$ cat src/ehrm_pkg.sv
// ehrm_pkg: shared types and constants of the emg activity / heart rate monitor
// no dependencies
package ehrm_pkg;

  localparam int unsigned IntervalCount = 10;
  localparam int unsigned MidFirst      = 3;
  localparam int unsigned MidLast       = 7;
  localparam int unsigned SumW          = 19;
  localparam int unsigned QuotW         = 19;
  localparam logic [QuotW-1:0] RateNum  = 19'd300000;
  localparam logic [15:0] RateNormalMin = 16'd60;

  typedef enum logic [3:0] {
    CFG_QUIET_DELTA  = 4'd0,
    CFG_FALL_MARGIN  = 4'd1,
    CFG_RUN_MIN      = 4'd2,
    CFG_PULSE_HIGH   = 4'd3,
    CFG_PULSE_LOW    = 4'd4,
    CFG_INTERVAL_MIN = 4'd5,
    CFG_INTERVAL_MAX = 4'd6,
    CFG_RATE_HIGH    = 4'd7
  } cfg_idx_e;

  typedef struct packed {
    logic [11:0] quiet_delta;
    logic [11:0] fall_margin;
    logic [15:0] run_min;
    logic [11:0] pulse_high;
    logic [11:0] pulse_low;
    logic [15:0] interval_min;
    logic [15:0] interval_max;
    logic [15:0] rate_high;
  } cfg_t;

  // classified sample handed from front to back
  typedef struct packed {
    logic        active;
    logic        beat;
    logic        gap_ok;
    logic [15:0] gap;
  } rec_t;

endpackage

$ cat src/ehrm_front.sv
// ehrm_front: emg run counters and beat edge detection for each accepted word
// depends on ehrm_pkg
module ehrm_front import ehrm_pkg::*; (
  input  logic        clk_i,
  input  logic        rst_ni,
  input  cfg_t        cfg_i,
  input  logic        take_i,
  input  logic [11:0] emg_sample_i,
  input  logic [11:0] pulse_sample_i,
  input  logic [31:0] time_ms_i,
  output rec_t        rec_o
);

  logic [11:0] last_emg_q, last_pulse_q;
  logic [15:0] steady_q, steady_d, below_q, below_d;
  logic [31:0] last_beat_q, gap;
  logic [11:0] diff;
  logic [12:0] emg_lim;
  logic        beat;

  always_comb begin
    diff     = (emg_sample_i > last_emg_q) ? emg_sample_i - last_emg_q
                                           : last_emg_q - emg_sample_i;
    emg_lim  = {1'b0, last_emg_q} + {1'b0, cfg_i.fall_margin};
    steady_d = (diff <= cfg_i.quiet_delta) ?
               ((steady_q == 16'hFFFF) ? steady_q : steady_q + 16'd1) : 16'd0;
    below_d  = (emg_lim > {1'b0, emg_sample_i}) ?
               ((below_q == 16'hFFFF) ? below_q : below_q + 16'd1) : 16'd0;
    beat     = (pulse_sample_i > cfg_i.pulse_high) && (last_pulse_q < cfg_i.pulse_low);
    gap      = time_ms_i - last_beat_q;
    rec_o.active = (steady_d >= cfg_i.run_min) || (below_d >= cfg_i.run_min);
    rec_o.beat   = beat;
    rec_o.gap_ok = (gap > {16'd0, cfg_i.interval_min}) && (gap < {16'd0, cfg_i.interval_max});
    rec_o.gap    = gap[15:0];
  end

  always_ff @(posedge clk_i or negedge rst_ni) begin
    if (!rst_ni) begin
      last_emg_q   <= '0;
      last_pulse_q <= '0;
      steady_q     <= '0;
      below_q      <= '0;
      last_beat_q  <= '0;
    end else if (take_i) begin
      last_emg_q   <= emg_sample_i;
      last_pulse_q <= pulse_sample_i;
      steady_q     <= steady_d;
      below_q      <= below_d;
      if (beat) begin
        last_beat_q <= time_ms_i;
      end
    end
  end

endmodule

$ cat src/ehrm_fifo.sv
// ehrm_fifo: two-entry queue of classified records between front and back
// depends on ehrm_pkg
module ehrm_fifo import ehrm_pkg::*; (
  input  logic clk_i,
  input  logic rst_ni,
  input  logic push_i,
  input  rec_t din_i,
  output logic full_o,
  input  logic pop_i,
  output logic valid_o,
  output rec_t dout_o,
  output logic [1:0] count_o
);

  rec_t       mem_q [2];
  logic       wp_q, rp_q;
  logic [1:0] cnt_q;

  assign full_o  = cnt_q[1];
  assign valid_o = (cnt_q != 2'd0);
  assign dout_o  = mem_q[rp_q];
  assign count_o = cnt_q;

  always_ff @(posedge clk_i) begin
    if (push_i) begin
      mem_q[wp_q] <= din_i;
    end
  end

  always_ff @(posedge clk_i or negedge rst_ni) begin
    if (!rst_ni) begin
      wp_q  <= 1'b0;
      rp_q  <= 1'b0;
      cnt_q <= 2'd0;
    end else begin
      if (push_i) wp_q <= ~wp_q;
      if (pop_i)  rp_q <= ~rp_q;
      cnt_q <= cnt_q + {1'b0, push_i} - {1'b0, pop_i};
    end
  end

endmodule

$ cat src/ehrm_back.sv
// ehrm_back: interval ring, serial sort, serial divide, rate history and result register
// depends on ehrm_pkg
module ehrm_back import ehrm_pkg::*; #(
  parameter int unsigned RateLookback = 6
) (
  input  logic        clk_i,
  input  logic        rst_ni,
  input  cfg_t        cfg_i,
  input  logic        rec_valid_i,
  input  rec_t        rec_i,
  output logic        pop_o,
  output logic        out_valid_o,
  input  logic        out_stall_i,
  output logic [15:0] heart_rate_o,
  output logic        heart_normal_o,
  output logic        muscle_active_o,
  output logic        beat_seen_o
);

  typedef enum logic [2:0] {B_IDLE, B_SORT, B_SUM, B_DIV, B_UPD} bstate_e;

  bstate_e     state_q;
  logic [15:0] ring_q [IntervalCount];
  logic [15:0] srt_q  [IntervalCount];
  logic [15:0] srt_d  [IntervalCount];
  logic [15:0] hist_q [RateLookback];
  logic [3:0]  slot_q;
  logic [4:0]  cnt_q;
  logic        flag_q, flag_d, active_q;
  logic [SumW-1:0]  sum_q, sum_d;
  logic [SumW:0]    rem_q, trial;
  logic [QuotW-1:0] quot_q;
  logic [15:0] rate;
  logic        older_fast;
  logic        out_valid_q, out_beat_q, out_active_q, out_flag_q;
  logic [15:0] out_rate_q;

  assign pop_o = (state_q == B_IDLE) && rec_valid_i && !out_valid_q;

  // one odd-even transposition pass
  always_comb begin
    for (int i = 0; i < IntervalCount; i++) srt_d[i] = srt_q[i];
    for (int i = 0; i + 1 < IntervalCount; i++) begin
      if ((i % 2) == int'(cnt_q[0]) && srt_q[i] > srt_q[i+1]) begin
        srt_d[i]   = srt_q[i+1];
        srt_d[i+1] = srt_q[i];
      end
    end
  end

  always_comb begin
    sum_d = '0;
    for (int i = MidFirst; i <= MidLast; i++) sum_d = sum_d + {3'd0, srt_q[i]};
    trial = {rem_q[SumW-1:0], quot_q[QuotW-1]};
    rate  = (quot_q[QuotW-1:16] != '0) ? 16'hFFFF : quot_q[15:0];
    older_fast = 1'b1;
    for (int k = 0; k + 1 < RateLookback; k++) begin
      if (hist_q[k] <= cfg_i.rate_high) older_fast = 1'b0;
    end
    flag_d = flag_q;
    if (rate > cfg_i.rate_high) begin
      flag_d = !older_fast;
    end else if (rate >= RateNormalMin) begin
      flag_d = 1'b1;
    end
  end

  always_ff @(posedge clk_i or negedge rst_ni) begin
    if (!rst_ni) begin
      state_q      <= B_IDLE;
      slot_q       <= '0;
      flag_q       <= 1'b1;
      cnt_q        <= '0;
      active_q     <= 1'b0;
      sum_q        <= '0;
      rem_q        <= '0;
      quot_q       <= '0;
      out_valid_q  <= 1'b0;
      out_rate_q   <= '0;
      out_flag_q   <= 1'b1;
      out_active_q <= 1'b0;
      out_beat_q   <= 1'b0;
      for (int i = 0; i < IntervalCount; i++) ring_q[i] <= '0;
      for (int i = 0; i < IntervalCount; i++) srt_q[i] <= '0;
      for (int k = 0; k < RateLookback; k++) hist_q[k] <= '0;
    end else begin
      if (out_valid_q && !out_stall_i) out_valid_q <= 1'b0;
      unique case (state_q)
        B_IDLE: begin
          if (pop_o) begin
            active_q <= rec_i.active;
            if (rec_i.beat) begin
              for (int i = 0; i < IntervalCount; i++) begin
                srt_q[i] <= (rec_i.gap_ok && slot_q == 4'(i)) ? rec_i.gap : ring_q[i];
              end
              if (rec_i.gap_ok) begin
                ring_q[slot_q] <= rec_i.gap;
                slot_q <= (slot_q == 4'(IntervalCount - 1)) ? 4'd0 : slot_q + 4'd1;
              end
              cnt_q   <= '0;
              state_q <= B_SORT;
            end else begin
              out_valid_q  <= 1'b1;
              out_rate_q   <= hist_q[0];
              out_flag_q   <= flag_q;
              out_active_q <= rec_i.active;
              out_beat_q   <= 1'b0;
            end
          end
        end
        B_SORT: begin
          for (int i = 0; i < IntervalCount; i++) srt_q[i] <= srt_d[i];
          cnt_q <= cnt_q + 5'd1;
          if (cnt_q == 5'(IntervalCount - 1)) state_q <= B_SUM;
        end
        B_SUM: begin
          sum_q  <= sum_d;
          rem_q  <= '0;
          quot_q <= RateNum;
          cnt_q  <= '0;
          if (sum_d == '0) begin
            out_valid_q  <= 1'b1;
            out_rate_q   <= hist_q[0];
            out_flag_q   <= flag_q;
            out_active_q <= active_q;
            out_beat_q   <= 1'b1;
            state_q      <= B_IDLE;
          end else begin
            state_q <= B_DIV;
          end
        end
        B_DIV: begin
          // restoring divide, one quotient bit per cycle
          if (trial >= {1'b0, sum_q}) begin
            rem_q  <= trial - {1'b0, sum_q};
            quot_q <= {quot_q[QuotW-2:0], 1'b1};
          end else begin
            rem_q  <= trial;
            quot_q <= {quot_q[QuotW-2:0], 1'b0};
          end
          cnt_q <= cnt_q + 5'd1;
          if (cnt_q == 5'(QuotW - 1)) state_q <= B_UPD;
        end
        B_UPD: begin
          for (int k = RateLookback - 1; k > 0; k--) hist_q[k] <= hist_q[k-1];
          hist_q[0] <= rate;
          out_valid_q  <= 1'b1;
          out_rate_q   <= rate;
          out_active_q <= active_q;
          out_beat_q   <= 1'b1;
          out_flag_q   <= flag_d;
          flag_q       <= flag_d;
          state_q <= B_IDLE;
        end
        default: state_q <= B_IDLE;
      endcase
    end
  end

  assign out_valid_o     = out_valid_q;
  assign heart_rate_o    = out_rate_q;
  assign heart_normal_o  = out_flag_q;
  assign muscle_active_o = out_active_q;
  assign beat_seen_o     = out_beat_q;

endmodule

$ cat src/emg_activity_heart_rate_monitor_top.sv
// emg_activity_heart_rate_monitor_top: top level, configuration registers and assertions
// depends on ehrm_pkg, ehrm_front, ehrm_fifo, ehrm_back
//
// Each accepted sample gives one result. The front classifies a sample in the cycle it is
// accepted and queues it in a two-entry queue. A sample without a beat edge is answered
// via the result register; a beat runs in the back end through 10 odd-even sort passes
// over the interval ring, one summing step, a 19-bit bit-serial divider and one update.
// Input is stalled only while the queue is full. Configuration writes are always ready.
module emg_activity_heart_rate_monitor_top import ehrm_pkg::*; #(
  parameter int unsigned RATE_LOOKBACK = 6
) (
  input  logic        clk_i,
  input  logic        rst_ni,
  input  logic        cfg_valid_i,
  output logic        cfg_ready_o,
  input  logic [3:0]  cfg_index_i,
  input  logic [15:0] cfg_data_i,
  input  logic        in_valid_i,
  output logic        in_stall_o,
  input  logic [11:0] emg_sample_i,
  input  logic [11:0] pulse_sample_i,
  input  logic [31:0] time_ms_i,
  output logic        out_valid_o,
  input  logic        out_stall_i,
  output logic [15:0] heart_rate_o,
  output logic        heart_normal_o,
  output logic        muscle_active_o,
  output logic        beat_seen_o
);

  cfg_t       cfg_q;
  rec_t       front_rec, queue_rec;
  logic       take, full, q_valid, pop;
  logic [1:0] q_count;

  assign cfg_ready_o = 1'b1;
  assign in_stall_o  = full;
  assign take        = in_valid_i && !full;

  always_ff @(posedge clk_i or negedge rst_ni) begin
    if (!rst_ni) begin
      cfg_q.quiet_delta  <= 12'd80;
      cfg_q.fall_margin  <= 12'd40;
      cfg_q.run_min      <= 16'd5;
      cfg_q.pulse_high   <= 12'd4000;
      cfg_q.pulse_low    <= 12'd80;
      cfg_q.interval_min <= 16'd300;
      cfg_q.interval_max <= 16'd2000;
      cfg_q.rate_high    <= 16'd100;
    end else if (cfg_valid_i && cfg_ready_o) begin
      unique case (cfg_index_i)
        CFG_QUIET_DELTA:  cfg_q.quiet_delta  <= cfg_data_i[11:0];
        CFG_FALL_MARGIN:  cfg_q.fall_margin  <= cfg_data_i[11:0];
        CFG_RUN_MIN:      cfg_q.run_min      <= cfg_data_i;
        CFG_PULSE_HIGH:   cfg_q.pulse_high   <= cfg_data_i[11:0];
        CFG_PULSE_LOW:    cfg_q.pulse_low    <= cfg_data_i[11:0];
        CFG_INTERVAL_MIN: cfg_q.interval_min <= cfg_data_i;
        CFG_INTERVAL_MAX: cfg_q.interval_max <= cfg_data_i;
        CFG_RATE_HIGH:    cfg_q.rate_high    <= cfg_data_i;
        default: ;
      endcase
    end
  end

  ehrm_front u_front (
    .clk_i, .rst_ni, .cfg_i(cfg_q), .take_i(take),
    .emg_sample_i, .pulse_sample_i, .time_ms_i, .rec_o(front_rec)
  );

  ehrm_fifo u_fifo (
    .clk_i, .rst_ni, .push_i(take), .din_i(front_rec), .full_o(full),
    .pop_i(pop), .valid_o(q_valid), .dout_o(queue_rec), .count_o(q_count)
  );

  ehrm_back #(.RateLookback(RATE_LOOKBACK)) u_back (
    .clk_i, .rst_ni, .cfg_i(cfg_q), .rec_valid_i(q_valid), .rec_i(queue_rec),
    .pop_o(pop), .out_valid_o, .out_stall_i, .heart_rate_o, .heart_normal_o,
    .muscle_active_o, .beat_seen_o
  );

`ifndef NO_ASSERTIONS
  a_queue_bound: assert property (@(posedge clk_i) disable iff (!rst_ni)
    q_count != 2'd3) else $error("queue count overflow");
  a_pop_free: assert property (@(posedge clk_i) disable iff (!rst_ni)
    pop |-> !out_valid_o) else $error("pop while result pending");
  a_quiet_fast: assert property (@(posedge clk_i) disable iff (!rst_ni)
    pop && !queue_rec.beat |=> out_valid_o && !beat_seen_o)
    else $error("non-beat sample not answered next cycle");
`endif

endmodule
$ cat config.mk
export PLATFORM = sky130hd
export DESIGN_NAME = emg_activity_heart_rate_monitor_top
export DESIGN_NICKNAME = d
export VERILOG_FILES = /design/src/ehrm_pkg.sv /design/src/ehrm_front.sv /design/src/ehrm_fifo.sv /design/src/ehrm_back.sv /design/src/emg_activity_heart_rate_monitor_top.sv
export SDC_FILE = /design/constraint.sdc
export NUM_CORES = 2
export LEC_CHECK = 0
export BUFFER_PORTS_ARGS = -buffer_cell sky130_fd_sc_hd__buf_2
export CAP_MARGIN = 20
export CORE_MARGIN = 1
export CORE_UTILIZATION = 55
export DETAILED_ROUTE_END_ITERATION = 16
export PLACE_DENSITY = 0.71
export SETUP_SLACK_MARGIN = 0.3
export SLEW_MARGIN = 0
export SYNTH_ARGS = -nofsm -noshare
export SYNTH_HDL_FRONTEND = slang
export SYNTH_HIERARCHICAL = 1
export SYNTH_SLANG_ARGS = --single-unit
$ cat constraint.sdc
create_clock -name clk_i -period 6.38 [get_ports clk_i]
set_input_delay 0.319 -clock clk_i [delete_from_list [all_inputs] [get_ports clk_i]]
set_output_delay 0.319 -clock clk_i [all_outputs]
set_load 0.01 [all_outputs]
==> run metrics <==
status complete, no violations; P_sw 9.43 mW; CP top delay family compound AO/OA/AOI/OAI gates; WHS Path Cells 2; grt total ovfl 0; GRT met3 Usage 0.0418; antenna cells 0; Int Pwr 13.2 mW; Least-Margin Pin Slew 1.15 ns; Final Setup Violations 0; Cell Area, Synth 0.0482 mm^2; WP depth 29; DP Area 0.0498 mm^2; critical path required time 6.78 ns; number of global-route vias before repair 37,800; drt total wl 132,000 um; Critical Path AT 6.14 ns; syn_area_per_cell 10.0 um^2; setup slack at placement 0.271 ns; Remaining DRCs 0; Clock power frac 0.230; Crit. End Element flop; Syn Inst Count 4,797; area of the multi-input gates 0.0271 mm^2; largest net degree at the start of global routing 147; P_leak 25.6 nW; max-slew violation count 0; grt met2 use 0.488; met1 usage 0.395; Final nets 5,488; clock root cell clkbuf_16; first-pass GRT wire length 211,000 um; critical path peak fanout 21; Detailed Route Iter0 Violations 2,960; Pwr Density 423 mW/mm^2; initial core utilization 0.556; combinational share of power 0.491; Vias 37,200; minimum clock period 5.74 ns; Worst Skew 0.0438 ns; Synth Warn # 6; die height 298 um; Cell Rows 108; CTS H-tree depth 3; layout cells sized above 1 0.170; vias per inst 6.08; period utilization 0.900; most frequent CP cell a21oi_1; initial antenna violation count 5; Final HPWL DP 92,400 um; Seq pwr share 0.280; synthesized net count 5,391; Post-DRT Antenna Nets 0; P&R area growth vs syn 11.0%; global placement routability congestion 0.925; final-report hold violation count 0; Core Box Area 0.0868 mm^2; wire length per cell 21.5 um; fillcell total 7,122; grt peak-use layer met2; CP max stage cell dfrtp_1; # IOs 103; Clock Latency Late Sink 0.69 ns; Max Fclk 174 MHz; DIE AREA 0.0888 mm^2; GRT Util Overall 0.297; r2r worst-path depth 29; Worst Path Buf+Inv 3; RSZ-0062 raised after global routing false; clk sinks 733; drt first pass iters 6; Startpoint Class flop; utilization after layout 0.617; biggest cell delay along the critical path 0.40 ns; Sw Ratio 0.416; relative slew slack 0.232; setup ws final 0.640 ns; critical path class flop to flop; Design Area, Final 0.0535 mm^2; clock-pin slew on the worst setup and hold paths 0.07 ns; I/O Buffers 101; HP Class input port to flop; total CTS buffers 83; CTS tree yes; setup TNS 0 ns; die width 298 um; register area 0.0186 mm^2; VDD IR max 0.000338 V; MaxCap Viol Count 0; CTS Buffer Depth 3
power by group through the flow:
stage / Clock, mW / Combinational [mW] / Sequential, mW
floorplan: 0 / 8.05 / 6.16
global placement: 0 / 10.6 / 6.35
detailed placement: 0 / 10.8 / 6.40
CTS: 5.28 / 10.9 / 6.32
global route: 5.46 / 12.1 / 6.44
finish: 5.20 / 11.1 / 6.34
layout make-up:
cell class,instances,share of cell area
clock buffer,116,0.0442
tap,1155,0.0270
clock inverter,40,0.0113
sequential,733,0.347
timing repair buffer,235,0.0328
inverter,448,0.0314
multi-input combinational,3393,0.506
final timing paths:
path / start / end / slack (ns)
hold reg to reg: u_back/hist_q[32] / u_back/hist_q[16] / 0.48
setup reg to reg: u_front/last_emg_q[0] / u_fifo/mem_q[0][18] / 0.64
max in group asynchronous: rst_ni / u_back/hist_q[28] / 4.88
setup / recovery: u_front/last_emg_q[0] / u_fifo/mem_q[0][18] / 0.64
min in group asynchronous: rst_ni / u_back/quot_q[17] / 0.20
hold / removal: cfg_data_i[12] / cfg_q[12] / 0.06
registers in the layout, summed over array words and instances, names as in the netlist, 2 cells and up:
register              cells
u_back/ring_q           160
u_back/srt_q            160
cfg_q                   112
u_back/hist_q            80
u_fifo/mem_q             38
u_front/last_beat_q      32
u_back/quot_q            19
u_back/rem_q             19
u_back/sum_q             19
u_back/heart_rate_o      16
u_front/below_q          16
u_front/steady_q         16
u_front/last_emg_q       12
u_front/last_pulse_q     12
u_back/cnt_q              5
u_back/slot_q             4
u_back/state_q            3
u_fifo/count_o            2
cell usage in the layout (no fill, tap or decap), types with 43 or more instances in the layout:
master,instances
a21o_1,109
a21oi_1,290
a221oi_1,85
buf_2,100
buf_4,67
clkbuf_16,84
dfrtp_1,665
dlygate4sd3_1,58
fa_1,52
ha_1,461
inv_1,447
mux2_2,396
mux2i_1,204
nand2_1,512
nand3_1,47
nand4_1,91
nor2_1,195
nor3_1,52
o21ai_0,179
xnor2_1,51
xor2_1,43
metal layers:
layer	vias up	wire, um
met3	300	7210
met4	6	5190
li1	17400	-
met2	1141	62300
met5	-	24
met1	18400	57000
what timing repair did:
action,in CTS,in global routing
hold endpoints to repair,103,0
setup endpoints to repair,0,2
setup buffers,0,2
hold buffers,58,0
gates resized for setup,0,11
through the flow:
stage                     instances  hold slack, ns  total power [mW]
after floorplan                4797          0.0234              14.2
after global placement         5898           0.303              16.9
after detailed placement       5900           0.303              17.2
after CTS                      6114          0.0101              22.5
after global routing           6120          0.0116              24.0
final                          6120          0.0551              22.7
No activity file was read; power rests on OpenSTA's default activity.
